==> src/design/alwe_pkg.sv <==
// Package for the alert limit word encoder.
// Holds field widths, scaling constants, pipeline enable struct and the CRC-8 functions.
// No dependencies.
package alwe_pkg;

  localparam int HUM_W  = 16;
  localparam int TEMP_W = 17;
  localparam int BYTE_W = 8;
  localparam int RAW_W  = 16;

  // Spans in whole units (percent, degrees C)
  localparam int HUM_SPAN    = 100;
  localparam int TEMP_OFFSET = 45;
  localparam int TEMP_SPAN   = 175;
  localparam int TEMP_MAX    = 130;

  // Scaled numerators: at most span * 65535
  localparam int MH_W = 23;
  localparam int MT_W = 24;
  // Offset temperature, non-negative when in range
  localparam int TU_W = 19;

  localparam logic [BYTE_W-1:0] CRC_POLY = 8'h31;
  localparam logic [BYTE_W-1:0] CRC_INIT = 8'hFF;

  // Load enables for the two stages of the constant divider
  typedef struct packed {
    logic s2;
    logic s3;
  } stage_en_t;

  function automatic logic [BYTE_W-1:0] crc8_byte(input logic [BYTE_W-1:0] crc,
                                                  input logic [BYTE_W-1:0] data);
    logic [BYTE_W-1:0] c;
    c = crc ^ data;
    for (int i = 0; i < BYTE_W; i++) begin
      if (c[BYTE_W-1]) begin
        c = (c << 1) ^ CRC_POLY;
      end else begin
        c = c << 1;
      end
    end
    return c;
  endfunction

  function automatic logic [BYTE_W-1:0] crc8_word(input logic [BYTE_W-1:0] hi,
                                                  input logic [BYTE_W-1:0] lo);
    return crc8_byte(crc8_byte(CRC_INIT, hi), lo);
  endfunction

endpackage

==> src/design/alwe_if.sv <==
// Handshake interfaces for the alert limit word encoder channels.
// Depends on alwe_pkg for field widths.
interface alwe_in_if;
  logic                                 valid;
  logic                                 ready;
  logic signed [alwe_pkg::HUM_W-1:0]    humidity_limit;
  logic signed [alwe_pkg::TEMP_W-1:0]   temperature_limit;

  modport source (output valid, output humidity_limit, output temperature_limit,
                  input ready);
  modport sink (input valid, input humidity_limit, input temperature_limit,
                output ready);
endinterface

interface alwe_out_if;
  logic                          valid;
  logic                          ready;
  logic [alwe_pkg::BYTE_W-1:0]   word_high;
  logic [alwe_pkg::BYTE_W-1:0]   word_low;
  logic [alwe_pkg::BYTE_W-1:0]   checksum;
  logic                          out_of_range;

  modport source (output valid, output word_high, output word_low, output checksum,
                  output out_of_range, input ready);
  modport sink (input valid, input word_high, input word_low, input checksum,
                input out_of_range, output ready);
endinterface

==> src/design/alwe_cdiv.sv <==
// Two-stage floor division by a constant: reciprocal multiply, then one correction step.
// Depends on alwe_pkg for the stage enable struct.
module alwe_cdiv #(
  parameter int WIDTH   = 24,
  parameter int DIVISOR = 175,
  parameter int QW      = 16
) (
  input  logic                        clk_i,
  input  alwe_pkg::stage_en_t         en_i,
  input  logic [WIDTH-1:0]            x_i,
  output logic [QW-1:0]               q_o
);

  // floor(2^32 / DIVISOR); estimate is low by at most one for x < 2^32
  localparam logic [32:0] RECIP = 33'((64'd1 << 32) / DIVISOR);

  logic [WIDTH+32:0] prod;
  logic [QW-1:0]     qest_d, qest_q;
  logic [WIDTH-1:0]  x_q;
  logic [WIDTH-1:0]  back;
  logic [WIDTH-1:0]  rem;
  logic [QW-1:0]     q_d, q_q;

  assign prod   = (WIDTH+33)'(x_i) * (WIDTH+33)'(RECIP);
  assign qest_d = prod[32 +: QW];

  always_ff @(posedge clk_i) begin
    if (en_i.s2) begin
      qest_q <= qest_d;
      x_q    <= x_i;
    end
  end

  assign back = WIDTH'(qest_q * DIVISOR);
  assign rem  = x_q - back;
  assign q_d  = (rem >= WIDTH'(DIVISOR)) ? qest_q + QW'(1) : qest_q;

  always_ff @(posedge clk_i) begin
    if (en_i.s3) begin
      q_q <= q_d;
    end
  end

  assign q_o = q_q;

endmodule

==> src/design/alert_limit_word_encoder_crc8.sv <==
// Top level of the alert limit word encoder: range check, scaling, packing, CRC-8.
// Depends on alwe_pkg, alwe_if.sv (alwe_in_if, alwe_out_if) and alwe_cdiv.
//
//  channel  | dir | payload                                          | transfer
//  ---------+-----+--------------------------------------------------+------------------
//  in_i     | in  | humidity_limit, temperature_limit                | valid && ready
//  out_o    | out | word_high, word_low, checksum, out_of_range      | valid && ready
//
// Five register stages: input, scaled numerators, divider estimate, divider
// result, output. Throughput is one item per cycle while the output is not stalled.
// Each stage loads when it is empty or the stage after it moves on, so
// bubbles close up and a stalled output holds while earlier stages keep filling.
// Reset clears the stage valid bits only.
module alert_limit_word_encoder_crc8 #(
  parameter int FRACTION_BITS = 8
) (
  input  logic clk_i,
  input  logic rst_ni,
  alwe_in_if.sink    in_i,
  alwe_out_if.source out_o
);

  localparam int HUM_MAX  = alwe_pkg::HUM_SPAN << FRACTION_BITS;
  localparam int TEMP_LO  = -(alwe_pkg::TEMP_OFFSET << FRACTION_BITS);
  localparam int TEMP_HI  = alwe_pkg::TEMP_MAX << FRACTION_BITS;
  localparam int TEMP_OFF = alwe_pkg::TEMP_OFFSET << FRACTION_BITS;
  localparam int PH_W     = 15 + 17;
  localparam int PT_W     = alwe_pkg::TU_W + 17;

  // Pipeline control
  logic [4:0] v_q;
  logic [4:0] rdy;
  logic [4:0] ld;

  assign rdy[4] = !v_q[4] || out_o.ready;
  assign rdy[3] = !v_q[3] || rdy[4];
  assign rdy[2] = !v_q[2] || rdy[3];
  assign rdy[1] = !v_q[1] || rdy[2];
  assign rdy[0] = !v_q[0] || rdy[1];

  assign ld[0] = rdy[0] && in_i.valid;
  assign ld[1] = rdy[1] && v_q[0];
  assign ld[2] = rdy[2] && v_q[1];
  assign ld[3] = rdy[3] && v_q[2];
  assign ld[4] = rdy[4] && v_q[3];

  assign in_i.ready = rdy[0];

  always_ff @(posedge clk_i or negedge rst_ni) begin
    if (!rst_ni) begin
      v_q <= '0;
    end else begin
      if (rdy[0]) v_q[0] <= in_i.valid;
      if (rdy[1]) v_q[1] <= v_q[0];
      if (rdy[2]) v_q[2] <= v_q[1];
      if (rdy[3]) v_q[3] <= v_q[2];
      if (rdy[4]) v_q[4] <= v_q[3];
    end
  end

  // Stage 0: input register
  logic signed [alwe_pkg::HUM_W-1:0]  h_q;
  logic signed [alwe_pkg::TEMP_W-1:0] t_q;

  always_ff @(posedge clk_i) begin
    if (ld[0]) begin
      h_q <= in_i.humidity_limit;
      t_q <= in_i.temperature_limit;
    end
  end

  // Range check and numerators scaled by 65535, fraction bits dropped
  logic signed [31:0]           h_ext, t_ext, t_sum;
  logic                         oor_d;
  logic [14:0]                  hu;
  logic [alwe_pkg::TU_W-1:0]    tu;
  logic [PH_W-1:0]              ph;
  logic [PT_W-1:0]              pt;
  logic [alwe_pkg::MH_W-1:0]    mh_d, mh_q;
  logic [alwe_pkg::MT_W-1:0]    mt_d, mt_q;
  logic [3:1]                   oor_q;

  assign h_ext = 32'(h_q);
  assign t_ext = 32'(t_q);
  assign oor_d = (h_ext < 0) || (h_ext > HUM_MAX) || (t_ext < TEMP_LO) || (t_ext > TEMP_HI);
  assign t_sum = t_ext + 32'(TEMP_OFF);
  assign hu    = h_q[14:0];
  assign tu    = t_sum[alwe_pkg::TU_W-1:0];
  assign ph    = (PH_W'(hu) << 16) - PH_W'(hu);
  assign pt    = (PT_W'(tu) << 16) - PT_W'(tu);
  assign mh_d  = alwe_pkg::MH_W'(ph >> FRACTION_BITS);
  assign mt_d  = alwe_pkg::MT_W'(pt >> FRACTION_BITS);

  always_ff @(posedge clk_i) begin
    if (ld[1]) begin
      mh_q     <= mh_d;
      mt_q     <= mt_d;
      oor_q[1] <= oor_d;
    end
    if (ld[2]) oor_q[2] <= oor_q[1];
    if (ld[3]) oor_q[3] <= oor_q[2];
  end

  // Stages 2 and 3: division by the spans
  alwe_pkg::stage_en_t             div_en;
  logic [alwe_pkg::RAW_W-1:0]      raw_h, raw_t;

  assign div_en.s2 = ld[2];
  assign div_en.s3 = ld[3];

  alwe_cdiv #(
    .WIDTH   (alwe_pkg::MH_W),
    .DIVISOR (alwe_pkg::HUM_SPAN),
    .QW      (alwe_pkg::RAW_W)
  ) u_div_h (
    .clk_i (clk_i),
    .en_i  (div_en),
    .x_i   (mh_q),
    .q_o   (raw_h)
  );

  alwe_cdiv #(
    .WIDTH   (alwe_pkg::MT_W),
    .DIVISOR (alwe_pkg::TEMP_SPAN),
    .QW      (alwe_pkg::RAW_W)
  ) u_div_t (
    .clk_i (clk_i),
    .en_i  (div_en),
    .x_i   (mt_q),
    .q_o   (raw_t)
  );

  // Stage 4: pack, CRC, output register
  logic [2*alwe_pkg::BYTE_W-1:0] word;
  logic [alwe_pkg::BYTE_W-1:0]   hi_d, lo_d, crc_d;
  logic [alwe_pkg::BYTE_W-1:0]   hi_q, lo_q, crc_q;
  logic                          oor4_q;

  assign word  = {raw_h[15:9], raw_t[15:7]};
  assign hi_d  = oor_q[3] ? '0 : word[15:8];
  assign lo_d  = oor_q[3] ? '0 : word[7:0];
  assign crc_d = oor_q[3] ? '0 : alwe_pkg::crc8_word(word[15:8], word[7:0]);

  always_ff @(posedge clk_i) begin
    if (ld[4]) begin
      hi_q   <= hi_d;
      lo_q   <= lo_d;
      crc_q  <= crc_d;
      oor4_q <= oor_q[3];
    end
  end

  assign out_o.valid        = v_q[4];
  assign out_o.word_high    = hi_q;
  assign out_o.word_low     = lo_q;
  assign out_o.checksum     = crc_q;
  assign out_o.out_of_range = oor4_q;

  // Checks
  logic in_fire, out_fire;
  assign in_fire  = in_i.valid && in_i.ready;
  assign out_fire = out_o.valid && out_o.ready;

  a_fill_count: assert property (@(posedge clk_i) disable iff (!rst_ni)
    (in_fire && !out_fire) |=> ($countones(v_q) == $past($countones(v_q)) + 1))
    else $error("pipeline occupancy did not grow on input transfer");

  a_drain_count: assert property (@(posedge clk_i) disable iff (!rst_ni)
    (!in_fire && out_fire) |=> ($countones(v_q) + 1 == $past($countones(v_q))))
    else $error("pipeline occupancy did not shrink on output transfer");

  a_full_stall: assert property (@(posedge clk_i) disable iff (!rst_ni)
    !in_i.ready |-> (&v_q && !out_o.ready))
    else $error("input stalled while pipeline has room");

  a_crc_match: assert property (@(posedge clk_i) disable iff (!rst_ni)
    (out_o.valid && !out_o.out_of_range) |->
      (out_o.checksum == alwe_pkg::crc8_word(out_o.word_high, out_o.word_low)))
    else $error("checksum does not match packed word");

  a_oor_zero: assert property (@(posedge clk_i) disable iff (!rst_ni)
    (out_o.valid && out_o.out_of_range) |->
      (out_o.word_high == '0 && out_o.word_low == '0 && out_o.checksum == '0))
    else $error("out of range result carries nonzero bytes");

endmodule

==> src/flat_wrapper.sv <==
// flat-port wrapper written by rule: the top's interface ports become plain ports
module alert_limit_word_encoder_crc8_flat 
#(
  parameter int FRACTION_BITS = 8
)
  (clk_i, rst_ni, in_i_valid, in_i_humidity_limit, in_i_temperature_limit, in_i_ready, out_o_valid, out_o_word_high, out_o_word_low, out_o_checksum, out_o_out_of_range, out_o_ready);
  alwe_in_if in_i_i ();
  alwe_out_if out_o_i ();
  input  logic clk_i;
  input  logic rst_ni;
  input wire logic [$bits(in_i_i.valid)-1:0] in_i_valid;
  input wire logic [$bits(in_i_i.humidity_limit)-1:0] in_i_humidity_limit;
  input wire logic [$bits(in_i_i.temperature_limit)-1:0] in_i_temperature_limit;
  output wire logic [$bits(in_i_i.ready)-1:0] in_i_ready;
  output wire logic [$bits(out_o_i.valid)-1:0] out_o_valid;
  output wire logic [$bits(out_o_i.word_high)-1:0] out_o_word_high;
  output wire logic [$bits(out_o_i.word_low)-1:0] out_o_word_low;
  output wire logic [$bits(out_o_i.checksum)-1:0] out_o_checksum;
  output wire logic [$bits(out_o_i.out_of_range)-1:0] out_o_out_of_range;
  input wire logic [$bits(out_o_i.ready)-1:0] out_o_ready;
  assign in_i_i.valid = in_i_valid;
  assign in_i_i.humidity_limit = in_i_humidity_limit;
  assign in_i_i.temperature_limit = in_i_temperature_limit;
  assign in_i_ready = in_i_i.ready;
  assign out_o_valid = out_o_i.valid;
  assign out_o_word_high = out_o_i.word_high;
  assign out_o_word_low = out_o_i.word_low;
  assign out_o_checksum = out_o_i.checksum;
  assign out_o_out_of_range = out_o_i.out_of_range;
  assign out_o_i.ready = out_o_ready;
  alert_limit_word_encoder_crc8 #(.FRACTION_BITS(FRACTION_BITS)) u_core (.clk_i(clk_i), .rst_ni(rst_ni), .in_i(in_i_i), .out_o(out_o_i));
endmodule
==> config.mk <==
export PLATFORM = sky130hd
export DESIGN_NAME = alert_limit_word_encoder_crc8_flat
export DESIGN_NICKNAME = d
export VERILOG_FILES = /design/src/design/alwe_pkg.sv /design/src/design/alwe_if.sv /design/src/design/alwe_cdiv.sv /design/src/design/alert_limit_word_encoder_crc8.sv /design/src/flat_wrapper.sv
export SDC_FILE = /design/constraint.sdc
export NUM_CORES = 2
export LEC_CHECK = 0
export BUFFER_PORTS_ARGS = -buffer_cell sky130_fd_sc_hd__buf_2
export CAP_MARGIN = 5
export CORE_UTILIZATION = 40
export CTS_BUF_LIST = sky130_fd_sc_hd__clkbuf_8
export DETAILED_ROUTE_END_ITERATION = 6
export SLEW_MARGIN = 10
export SYNTH_ARGS = -nofsm -noshare
export SYNTH_HDL_FRONTEND = slang
export SYNTH_HIERARCHICAL = 1
export SYNTH_SLANG_ARGS = --single-unit
==> constraint.sdc <==
create_clock -name clk_i -period 8 [get_ports clk_i]
set_input_delay 1.6 -clock clk_i [delete_from_list [all_inputs] [get_ports clk_i]]
set_output_delay 1.6 -clock clk_i [all_outputs]
set_load 0.02 [all_outputs]
Yosys cells after proc, flatten, opt, wreduce, memory -nomap -nowiden
Cells that the tools add are included.
{ "word_totals": {"regBits": 224, "input_bits": 37, "elab_cells": 96} }
{ "classes": {"n_addsub": 7, "multipliers": 4, "magnitude_cmp": 6, "n_mux": 18, "n_bitwise": 19, "reduce_logical": 19} }
{ "op_table": {"columns": ["cell", "n"], "rows": [
  ["$mux W6", 16],
  ["$not A3 Y3", 16],
  ["$mul A24 B24 Y47 const B", 1],
  ["$mul A23 B23 Y45 const B", 1],
  ["$add A16 B1 Y16 const B", 2],
  ["$mux W16", 2],
  ["$sub A32 B19 Y32", 1],
  ["$sub A31 B15 Y31", 1],
  ["$ge A24 B8 Y1 const B", 1],
  ["$mul A16 B8 Y24 const B", 1],
  ["$sub A24 B24 Y24", 1],
  ["$ge A23 B7 Y1 const B", 1],
  ["$sub A23 B23 Y23", 1],
  ["$mul A16 B5 Y21 const B", 1],
  ["$add A17 B15 Y18 const B", 1],
  ["$gt A17 B17 Y1 const B", 1],
  ["$lt A17 B15 Y1 const B", 1],
  ["$gt A16 B16 Y1 const B", 1],
  ["$lt A16 B1 Y1 const B", 1],
  ["$logic_or A1 B1 Y1", 8],
  ["$not A8 Y8", 1],
  ["$xor A8 B8 Y8", 1],
  ["$logic_and A1 B1 Y1", 5],
  ["$logic_not A1 Y1", 5],
  ["other kinds (2)", 2]
]} }

Longest topological paths before layout
{ "logic_depth": {"ltp_word": 34, "depth_mapped": 28} }

Modules after synthesis
The synthesis kept the hierarchy.
{ "modules_own_cells": {"columns": ["mod", "n_inst", "cells_per_inst", "area_each_um2"], "rows": [
  ["alwe_cdiv (u_core.u_div_t)", 1, 1694, 17402.9],
  ["alwe_cdiv (u_core.u_div_h)", 1, 1329, 13610.6],
  ["alert_limit_word_encoder_crc8", 1, 367, 5175.0]
]} }

Worst setup path after synthesis
Ideal clock, no wire load.
{ "synth_timing": {"path_type": "register -> register", "startpoint": "register u_core/mt_q[15] in the netlist's numbering", "endpoint": "register u_core.u_div_t.qest_q[15] (data pin)", "setup_ps": 260, "arrival_time_ps": 6317, "t_required_ps": 7740, "slack_ps": 1423, "path_stages_with_launch": 23, "path_buffers": 0, "period_less_slack_ps": 6577, "path_cell_list": "edfxtp_1 fa_1 fa_1 inv_1 fa_1 inv_1 fa_1 fa_1 fa_1 inv_1 fa_1 inv_1 ha_1 nand4_1 nor2_1 nand4_1 a2111oi_0 nor3_1 o21ai_1 a41oi_1 o211ai_1 a21oi_1 xnor2_1"} }
{ "synth_via": {"elab_chain_len": 1} }
{ "synth_rtl": {"columns": ["element", "line", "source"], "rows": [
  ["start, declared", "alert_limit_word_encoder_crc8.sv:80", "logic [alwe_pkg::MT_W-1:0] mt_d, mt_q;"],
  ["start signal, assigned", "alert_limit_word_encoder_crc8.sv:97", "mt_q <= mt_d;"],
  ["$mul A24 B24 Y47", "alwe_cdiv.sv:24", "assign prod = (WIDTH+33)'(x_i) * (WIDTH+33)'(RECIP);"],
  ["named net u_core.u_div_t.prod[47]", "alwe_cdiv.sv:17", "logic [WIDTH+32:0] prod;"],
  ["end signal, assigned", "alwe_cdiv.sv:29", "qest_q <= qest_d;"],
  ["end, declared", "alwe_cdiv.sv:18", "logic [QW-1:0] qest_d, qest_q;"]
]} }
The timed path passes the listed nets, and every way through them passes these cells.
A chain may end at the register's enable or synchronous reset.

Worst setup path after layout
{ "layout_timing": {"startpoint": "register u_core/mh_q[6] in the netlist's numbering", "endpoint": "register u_core.u_div_h.qest_q[11] (data pin)"} }
{ "layout_via": {"elab_chain_len": 1} }
{ "layout_rtl": {"columns": ["element", "line", "source"], "rows": [
  ["start, declared", "alert_limit_word_encoder_crc8.sv:79", "logic [alwe_pkg::MH_W-1:0] mh_d, mh_q;"],
  ["start signal, assigned", "alert_limit_word_encoder_crc8.sv:96", "mh_q <= mh_d;"],
  ["$mul A23 B23 Y45", "alwe_cdiv.sv:24", null],
  ["named net u_core.u_div_h.prod[43]", "alwe_cdiv.sv:17", null],
  ["end signal, assigned", "alwe_cdiv.sv:29", null],
  ["end, declared", "alwe_cdiv.sv:18", null]
]} }
The timed path passes the listed nets, and every way through them passes these cells.

==> results.ini <==
[run_status]
status=finished with violations
violations=design-rule violations

[setup_path]
required_ps=8350
cp-end-kind=register
reg2reg_from=u_core/mh_q[6]$_DFFE_PP_
critical_path.startpoint_type=register
crit_path_start=u_core/mh_q[6]$_DFFE_PP_
critical_path_fanout_max=10
setup.reg_to_reg.worst_slack_ps=660
critical_path.reg2reg.endpoint=u_core/u_div_h/qest_q[11]$_DFFE_PP_
worst_ep_arrival_time_ps=7700
depth_of_the_worst_register_to_register_path=22
criticalPathCategory=reg -> reg

[cells_and_area]
most-common-layout-cells=935 x sky130_fd_sc_hd__inv_1, 643 x sky130_fd_sc_hd__ha_1, 555 x sky130_fd_sc_hd__fa_1
most_common_library_cell_in_the_layout_ignoring_fill_and_taps=sky130_fd_sc_hd__inv_1
num_antenna_cells=0
final-instance-count-excl-fill=4635
postLayoutCellArea_sq_um=38100
final_nets=4686
fillerInstances=8393
synthToLayoutAreaGrowth_pct=7.25
final_layout_size_suffix_gt1_frac=0.0534
finish.utilization=0.436

[routing]
first_pass_iters=7
routed_via_density=4.88
remaining_design_rule_violation_count=1
drt-total-wl_um=83700
vias=22600
drt_iter0_markers=1210
wl_per_cell_um=18.1
antenna_nets_post_route=0

[worst_hold_path]
min-delay-start=u_core/v_q[0]$_DFFE_PN0N_
capture_endpoint_of_the_worst_hold_path=u_core/v_q[1]$_DFFE_PN0P_
hold_path_depth=1
worstHoldPathType=reg -> reg

[clock_tree]
cts-hold-fix-buffers=0
worstSkewPairLatency_ps=610
post_cts.repair.setup_buffers=0
numCtsBuffers=40
tritoncts=built
ctsRootBufferMaster=sky130_fd_sc_hd__clkbuf_8
max-clock-path-buffers=3
post_cts_resize_count=0
cts.htree.levels=2
cts.reportedPaths.clkPinSlew_ps=60
clock-sinks=206

[sta]
tns_ps=0
maxClockFrequency_mhz=136
worst_pin_slew_ps=978
final.min_clock_period_ps=7340
finalHoldViolCount=0
slew_headroom=0.348
clock-skew-final_ps=36.4
rsz0062_at_grt=false
setup-violations-final=0
finalCritPeriodShare=0.918
maxSlewViolCount=0

[global_routing]
largest_net_degree_at_the_start_of_global_routing=68
grt_remaining_overflow=0
globalRouteTotalUtil=0.193
grt_antenna_before_repair=2
grt_pass1_vias=24200
grt_first_pass_wirelength_um=135000

[placement]
gpl.final_weighted_congestion=0.955
hpwl_um=72600
numPortBuffers=63
placed_cell_areas_sq_um=37300
dp.cells=4564

[die]
die_width_um=300
floorplan.core_area_sq_um=87300
initial_core_util=0.407
design.die.area_sq_um=89900
row_count=108
fp.dieH_um=300
design.portCount=64

[logic_synthesis]
nets_in_the_synthesized_netlist=4578
yosys_warnings=6
netlist_instances=3343
post_synth_instance_area_sq_um=35500
syn_area_per_cell_sq_um=10.6

[job]
maximum_capacitance_violations=0

==> worst max path at each step <==
stage	to	slack, ps	depth (start not counted)
after CTS	u_core/u_div_h/qest_q[11]$_DFFE_PP_	640	22
final	u_core/u_div_h/qest_q[11]$_DFFE_PP_	660	22
after global placement	u_core/u_div_h/qest_q[11]$_DFFE_PP_	810	22
after global routing	u_core/u_div_t/qest_q[15]$_DFFE_PP_	270	23
after floorplan	u_core/u_div_t/qest_q[15]$_DFFE_PP_	1420	22
after detailed placement	u_core/u_div_h/qest_q[11]$_DFFE_PP_	700	22
==> flip-flops by register name, indices dropped and copies added, names as in the netlist, 3 cells and up <==
register                flops
u_core/t_q                 17
u_core/u_div_h/qest_q      16
u_core/mh_q                23
u_core/u_div_t/x_q         24
u_core/u_div_h/x_q         21
u_core/out_o.word_low       8
u_core/mt_q                24
u_core/u_div_h/q_o          7
u_core/u_div_t/qest_q      16
u_core/h_q                 16
u_core/out_o.checksum       8
u_core/out_o.word_high      8
u_core/u_div_t/q_o          9
u_core/oor_q                3
u_core/v_q                  5
==> stage by stage <==
stage                     hold WS, ps  worst slack, ps
after floorplan                   400             1420
after global placement            463              805
after detailed placement          471              704
after CTS                         490              642
after global routing              520              269
final                             482              660
==> worst max-delay path: stages (launching register included) <==
cell and delay [ps]:
sky130_fd_sc_hd__edfxtp_1 660, sky130_fd_sc_hd__ha_1 440, sky130_fd_sc_hd__inv_1 60, sky130_fd_sc_hd__fa_1 540, sky130_fd_sc_hd__inv_1 60, sky130_fd_sc_hd__fa_1 440
sky130_fd_sc_hd__fa_1 570, sky130_fd_sc_hd__fa_1 460, sky130_fd_sc_hd__fa_1 560, sky130_fd_sc_hd__inv_1 60, sky130_fd_sc_hd__fa_1 530, sky130_fd_sc_hd__inv_1 40
sky130_fd_sc_hd__ha_1 330, sky130_fd_sc_hd__a21o_1 170, sky130_fd_sc_hd__a211o_1 300, sky130_fd_sc_hd__nand2_1 80, sky130_fd_sc_hd__nand2_1 60, sky130_fd_sc_hd__a221o_1 400
sky130_fd_sc_hd__o41ai_2 560, sky130_fd_sc_hd__nor3_1 150, sky130_fd_sc_hd__or2_2 360, sky130_fd_sc_hd__a21oi_1 180, sky130_fd_sc_hd__xnor2_1 90
==> cell type report <==
class / count / area, sq um / area share
clock inverters: 31 / 191 / 0.00503
flip-flops and latches: 206 / 6160 / 0.162
well taps: 1155 / 1450 / 0.0380
clock buffers: 40 / 551 / 0.0145
multi-input cells: 2194 / 25800 / 0.677
repair buffers: 88 / 503 / 0.0132
inverters: 921 / 3460 / 0.0908
==> metal layers <==
layer / track usage / vias up / wire length [um] / share of wire
met5: 0 / - / 13 / 0.00016
met4: 0.0439 / 2 / 1760 / 0.021
li1: - / 11000 / - / -
met2: 0.305 / 450 / 37200 / 0.44
met3: 0.0395 / 101 / 4710 / 0.056
met1: 0.273 / 11100 / 40000 / 0.48
Power is left out: the tool's default activity adds up to more than one toggle a clock period on the data nets, which glitch-free logic cannot reach.
